==> src/hw/rtl/bts_queue.sv <==
`timescale 1ns / 1ps
// ----------------------------------------------------------------------------
// bts_queue
// Small register FIFO between front and back.
// ----------------------------------------------------------------------------
module bts_queue #(
    parameter int WIDTH = 8,
    parameter int DEPTH = 4
) (
    input  logic             i_clk,
    input  logic             i_rst_n,
    input  logic             i_push,
    input  logic [WIDTH-1:0] i_data,
    output logic             o_ready,
    input  logic             i_pop,
    output logic             o_valid,
    output logic [WIDTH-1:0] o_data
);
    localparam int PW = $clog2(DEPTH);
    localparam int CW = $clog2(DEPTH + 1);

    logic [WIDTH-1:0] r_mem [DEPTH];
    logic [PW-1:0]    r_wp, n_wp;
    logic [PW-1:0]    r_rp, n_rp;
    logic [CW-1:0]    r_cnt, n_cnt;

    always_comb begin
        n_wp  = i_push ? r_wp + PW'(1) : r_wp;
        n_rp  = i_pop  ? r_rp + PW'(1) : r_rp;
        n_cnt = r_cnt + CW'(i_push) - CW'(i_pop);
    end

    always_ff @(posedge i_clk) begin
        if (!i_rst_n) begin
            r_wp  <= '0;
            r_rp  <= '0;
            r_cnt <= '0;
        end else begin
            r_wp  <= n_wp;
            r_rp  <= n_rp;
            r_cnt <= n_cnt;
        end
    end

    always_ff @(posedge i_clk) begin
        if (i_push) begin
            r_mem[r_wp] <= i_data;
        end
    end

    assign o_ready = (r_cnt != CW'(DEPTH));
    assign o_valid = (r_cnt != '0);
    assign o_data  = r_mem[r_rp];

    a_no_overflow: assert property (@(posedge i_clk) disable iff (!i_rst_n)
        !(i_push && r_cnt == CW'(DEPTH)))
        else $error("queue push while full");

    a_no_underflow: assert property (@(posedge i_clk) disable iff (!i_rst_n)
        !(i_pop && r_cnt == '0))
        else $error("queue pop while empty");
endmodule

==> config.mk <==
export PLATFORM = sky130hd
export DESIGN_NAME = bts_queue
export DESIGN_NICKNAME = d
export VERILOG_FILES = /design/src/hw/rtl/bts_queue.sv
export SDC_FILE = /design/constraint.sdc
export NUM_CORES = 1
export LEC_CHECK = 0
export ABC_AREA = 1
export ABC_CLOCK_PERIOD_IN_PS = 3400
export BUFFER_PORTS_ARGS = -buffer_cell sky130_fd_sc_hd__buf_2
export CORE_ASPECT_RATIO = 1.75
export CORE_MARGIN = 3
export CORE_UTILIZATION = 60
export CTS_BUF_LIST = sky130_fd_sc_hd__clkbuf_16
export DETAILED_ROUTE_END_ITERATION = 10
export PLACE_DENSITY = 0.82
export RECOVER_POWER = 50
export SYNTH_ARGS = -nofsm -noshare
export SYNTH_HDL_FRONTEND = slang
export SYNTH_SLANG_ARGS = --single-unit
==> constraint.sdc <==
create_clock -name i_clk -period 3.4 [get_ports i_clk]
set_input_delay 0.34 -clock i_clk [delete_from_list [all_inputs] [get_ports i_clk]]
set_output_delay 0.34 -clock i_clk [all_outputs]
set_load 0.03 [all_outputs]
==> flow_metrics.tcl, run 1 <==
set metrics [dict create \
    fillers 206 \
    core_area_um2 2721 \
    cts_buffer_depth 2 \
    vdd_ir_drop_max_uv 479.8 \
    drive_above_1_share_pct 12.14 \
    drtAntennaViolNets 0 \
    ys_top_cells_by_count "edfxtp_1, inv_1, nand2_1, a21oi_1, o21ai_0" \
    dpl_worst_slack_ns 1.567 \
    finalSetupTns_ns 0 \
    fin_crit_sh_pct 62.14 \
    ys_types 15 \
    holdBufCountCts 0 \
    grt_pass1_wl_mm 4.864 \
    cp_max_fo 32 \
    grt_max_degree 33 \
    final_nets 191 \
    vias 1079 \
    start_util_pct 63.17 \
    ys_seq_area_share_pct 66.38 \
    max_slew_margin_pct 36.74 \
    avgRoutedWirePerCell_um 14.56 \
    synthArstFlopShare_pct 0 \
    cts_tree "yes" \
    track_usage_pct 20.14 \
    antenna_found_initial 0 \
    grt_pass1_vias 1105 \
    dr.pass1.iters 4 \
    die_w_um 46.47 \
    power_mw 1.201 \
    chipHeight_um 76.81 \
    syn-instance-count 149 \
    antenna_cells 0 \
    status "finished clean" \
    clock_skew_ns 0.004367 \
    drv_slew 0 \
    insertion_delay_ns 0.28 \
    worstPathRequired_ns 3.06 \
    syn_area_per_cell_um2 11.54 \
    syn_nets 168 \
    rsz0062_at_grt "no" \
    setup_viol 0 \
    ios 22 \
    setup_ws_ns 1.287 \
    p_per_area_nw_per_um2 620.8 \
    grt-ovfl-total 0 \
    drt_iter0_markers 38 \
    timing.fmax_ghz 0.4733 \
    synth_edf_count 32 \
    synth-seq-cells 41 \
    cts-htree-levels 2 \
    place.gp.congestion 0.6972 \
    die_area_um2 3569 \
    hpwlAfterDp_mm 2.064 \
    hold_viol 0 \
    cts_sinks 41 \
    synth_area_leaders "edfxtp_1, dfxtp_1, inv_1" \
    synthFlopType "edfxtp_1" \
    yosys_warnings 0 \
    max_cap_violations 0 \
    rows 25 \
    synth_top_area_share_pct 55.90 \
    crit_arrival_ns 1.77 \
    holdCritPathClass "in2reg" \
    ctsResizeCount 0 \
    ctsRootBufferMaster "clkbuf_16" \
    cts.clk_slew.worst_paths_ns 0.05 \
    worstSetupPathType "reg2out" \
    cts_setup_buffers 0 \
    syn2layout_area_growth_pct 12.52 \
    startpoint_type "flop" \
    viasPerCell 5.395 \
    critPathCaptureType "output port" \
    io_buffers 21 \
    leakagePower_nw 0.8285 \
    drcViolationCount 0 \
    yosysTopAreaCell "edfxtp_1" \
    tightestPinTransition_ns 0.9475 \
    numCtsBuffers 5 \
    wl_mm 2.912 \
    final.min_clock_period_ns 2.113 \
    netlist_area_um2 1719 \
]
-- worst max-delay path, cell delays in order (launching register included) --
cell      delay, ns
dfxtp_1        0.94
nand2_1        0.16
o211ai_1       0.13
nand2_1        0.08
buf_2          0.18
-- final cells by class --
type	instances	area (um2)	area share, %
clock buffer	5	125.1	6.468
clock inverter	3	13.76	0.7115
inverter	32	120.1	6.210
multi-input combinational	71	405.4	20.96
sequential	41	1141	58.99
tap	27	33.78	1.746
timing repair buffer	21	95.09	4.916
-- final timing paths --
| kind | to | startpoint | cells after the start | slack [ns] |
|---|---|---|---|---|
| worst max register to register | r_cnt[2] | r_cnt[0] | 10 | 1.79 |
| worst max-delay path | o_data[5] | flop | 4 | 1.29 |
| worst min register to register | flop | r_rp[1] | 2 | 0.47 |
| worst min-delay path | r_rp[0] | i_pop | 2 | 0.30 |
-- state kept, by name (all words and copies together) (netlist names), named ones only --
register,cells
r_mem,32
r_wp,2
r_rp,2
r_cnt,3
-- cells by family (layout without fill, tap and decap cells) --
kind of cell             after synthesis  after routing  share of synthesized area [%]
AND/OR/NAND/NOR                       30             30                          6.768
buffers and inverters                 37             61                          10.04
AO/OA/AOI/OAI                         34             34                          11.28
adder cells (fa/ha/maj)                7              7                          5.531
flip-flops                            41             41                          66.38
-- per-layer routing --
| metal | share of wire [%] | GRT usage, % |
|---|---|---|
| met1 | 35 | 21.00 |
| met2 | 57 | 32.60 |
| met3 | 4.9 | 7.042 |
| met4 | 2.4 | 11.97 |
| met5 | 0 | 0 |
-- power breakdown --
part / switching, mW / total [mW] / internal (mW) / leakage (nW)
clock: 0.173 / 0.438 / 0.266 / 0.0748
sequential: 0.0248 / 0.597 / 0.573 / 0.369
combinational: 0.114 / 0.165 / 0.0513 / 0.385
total: 0.311 / 1.20 / 0.890 / 0.829
-- per-stage QoR --
stage / area [um2] / util [%] / std cells / hold WS [ns]
6_report: 1934 / 71.08 / 200 / 0.2973
3_3_place_gp: 1805 / 66.34 / 192 / 0.4486
5_1_grt: 1934 / 71.08 / 200 / 0.3029
4_1_cts: 1944 / 71.45 / 200 / 0.2641
2_1_floorplan: 1719 / - / 149 / 0.4319
3_5_place_dp: 1805 / 66.34 / 192 / 0.4576
-- cells in the final DEF, fill, tap and decap left out, drive strengths merged --
cell type,synthesis,routed
a21oi,14,14
buf,5,13
clkbuf,0,13
clkinv,0,2
dfxtp,9,9
edfxtp,32,32
fa,1,1
ha,6,6
inv,32,33
nand2,25,25
nand3,3,3
nor2,2,2
o211ai,8,8
o21ai,12,12
Note: power is estimated with default switching activity, not from simulation.
==> inputs of run 2 (changes only) <==
Settings changed: ABC_CLOCK_PERIOD_IN_PS 3400 to 1870, CORE_UTILIZATION 60 to 50, PLACE_DENSITY 0.82 to 0.73.
Clock period 3.4 ns to 1.87 ns, I/O delays scaled along.
==> flow_metrics.tcl, run 2 (synthesis results as in run 1) <==
set metrics [dict create \
    status "finished clean" \
    ff_latch_area_um2 1141 \
    max_cap_violations 0 \
    viasPerCell 5.037 \
    numCtsBuffers 5 \
    top_regs "r_mem: 32 flops, r_cnt: 3 flops" \
    grt_pass1_vias 1074 \
    layout_common_cells "inv_1, edfxtp_1, nand2_1" \
    cts_setup_buffers 0 \
    cts-htree-levels 2 \
    ctsRootBufferMaster "clkbuf_16" \
    fin_crit_sh_pct 87.93 \
    leakagePower_nw 0.8286 \
    multi_input_area_um2 405.4 \
    drtAntennaViolNets 0 \
    io_buffers 21 \
    vias 1093 \
    ctsResizeCount 0 \
    p_per_area_nw_per_um2 1104 \
    critPathCaptureType "output port" \
    worstPathRequired_ns 1.68 \
    grt_max_degree 33 \
    insertion_delay_ns 0.27 \
    largest_register_ffs 32 \
    place.gp.congestion 0.6608 \
    die_w_um 50.33 \
    syn2layout_area_growth_pct 13.83 \
    setup_viol 0 \
    r2r-start "r_cnt[0]" \
    clock_skew_ns 0.001938 \
    cts_sinks 41 \
    holdCritPathClass "in2reg" \
    fin_util_pct 60.97 \
    drt_iter0_markers 13 \
    cts.clk_slew.worst_paths_ns 0.05 \
    fillers 270 \
    wl_mm 2.794 \
    chipHeight_um 83.57 \
    final.min_clock_period_ns 1.644 \
    avgRoutedWirePerCell_um 12.88 \
    grt_pass1_wl_mm 4.340 \
    max_slew_margin_pct 59.25 \
    hpwlAfterDp_mm 1.907 \
    cts_buffer_depth 2 \
    rr_worst_depth 10 \
    timing.fmax_ghz 0.6081 \
    cts_tree "yes" \
    hold_viol 0 \
    track_usage_pct 14.01 \
    start_util_pct 53.57 \
    antenna_cells 0 \
    die_area_um2 4206 \
    final_nets 192 \
    holdBufCountCts 0 \
    rsz0062_at_grt "no" \
    tightestPinTransition_ns 0.6105 \
    hold_path.startpoint "i_pop" \
    final_common_cell "inv_1" \
    worst-r2r-setup-slack_ns 0.28 \
    finalSetupTns_ns 0 \
    grt-ovfl-total 0 \
    core_area_um2 3209 \
    antenna_found_initial 0 \
    top_register "r_mem" \
    cp_max_fo 16 \
    holdWs_ns 0.1440 \
    crit_arrival_ns 1.46 \
    dr.pass1.iters 4 \
    drcViolationCount 0 \
    drv_slew 0 \
    hold_path_depth 2 \
    power_mw 2.160 \
    ios 22 \
    drive_above_1_share_pct 10.34 \
    worstSetupPathType "reg2out" \
    r2r-end "r_cnt[2]" \
    vdd_ir_drop_max_uv 828.2 \
    startpoint_type "flop" \
    rows 27 \
]
-- run 2: cell type report --
class	count	area share, %
Tap cell	43	2.749
Clock buffer	5	6.394
Sequential cell	41	58.31
Timing Repair Buffer	22	5.115
Multi-Input combinational cell	71	20.72
Inverter	32	6.138
Clock inverter	3	0.5754
-- run 2: routing by layer --
layer	up-vias	track usage, %	part of all wire, %
met2	29	25.36	54
met5	-	0	0
met3	7	5.367	6.4
met1	517	12.61	37
li1	540	-	-
met4	0	7.843	2.1
-- run 2: report_power, final --
group / total [mW] / internal, mW / switching, mW / leakage, nW
Sequential: 1.07 / 1.04 / 0.0337 / 0.369
Combinational: 0.306 / 0.0903 / 0.216 / 0.386
Clock: 0.779 / 0.479 / 0.300 / 0.0738
Total: 2.16 / 1.61 / 0.550 / 0.829
-- run 2: worst max-delay path by stage --
stage | cells past startpoint | endpoint | slack [ns]
after floorplan | 10 | r_cnt[2] | 0.39
after global placement | 10 | r_cnt[2] | 0.37
after detailed placement | 10 | r_cnt[2] | 0.28
after CTS | 3 | o_data[3] | 0.20
after global routing | 3 | o_data[7] | 0.09
final | 3 | o_data[3] | 0.23
-- run 2: stage by stage --
step	std cells	cell area, um2	worst slack (ns)
floorplan	149	1719	0.3916
global placement	209	1833	0.3715
detailed placement	209	1833	0.2775
CTS	217	1969	0.2026
global route	217	1957	0.09436
finish	217	1957	0.2257
-- run 2: worst max-delay path, stage by stage (launching register included) --
cell and delay, ns:
dfxtp_1 0.70, o211ai_1 0.18, nand2_1 0.10, buf_2 0.19
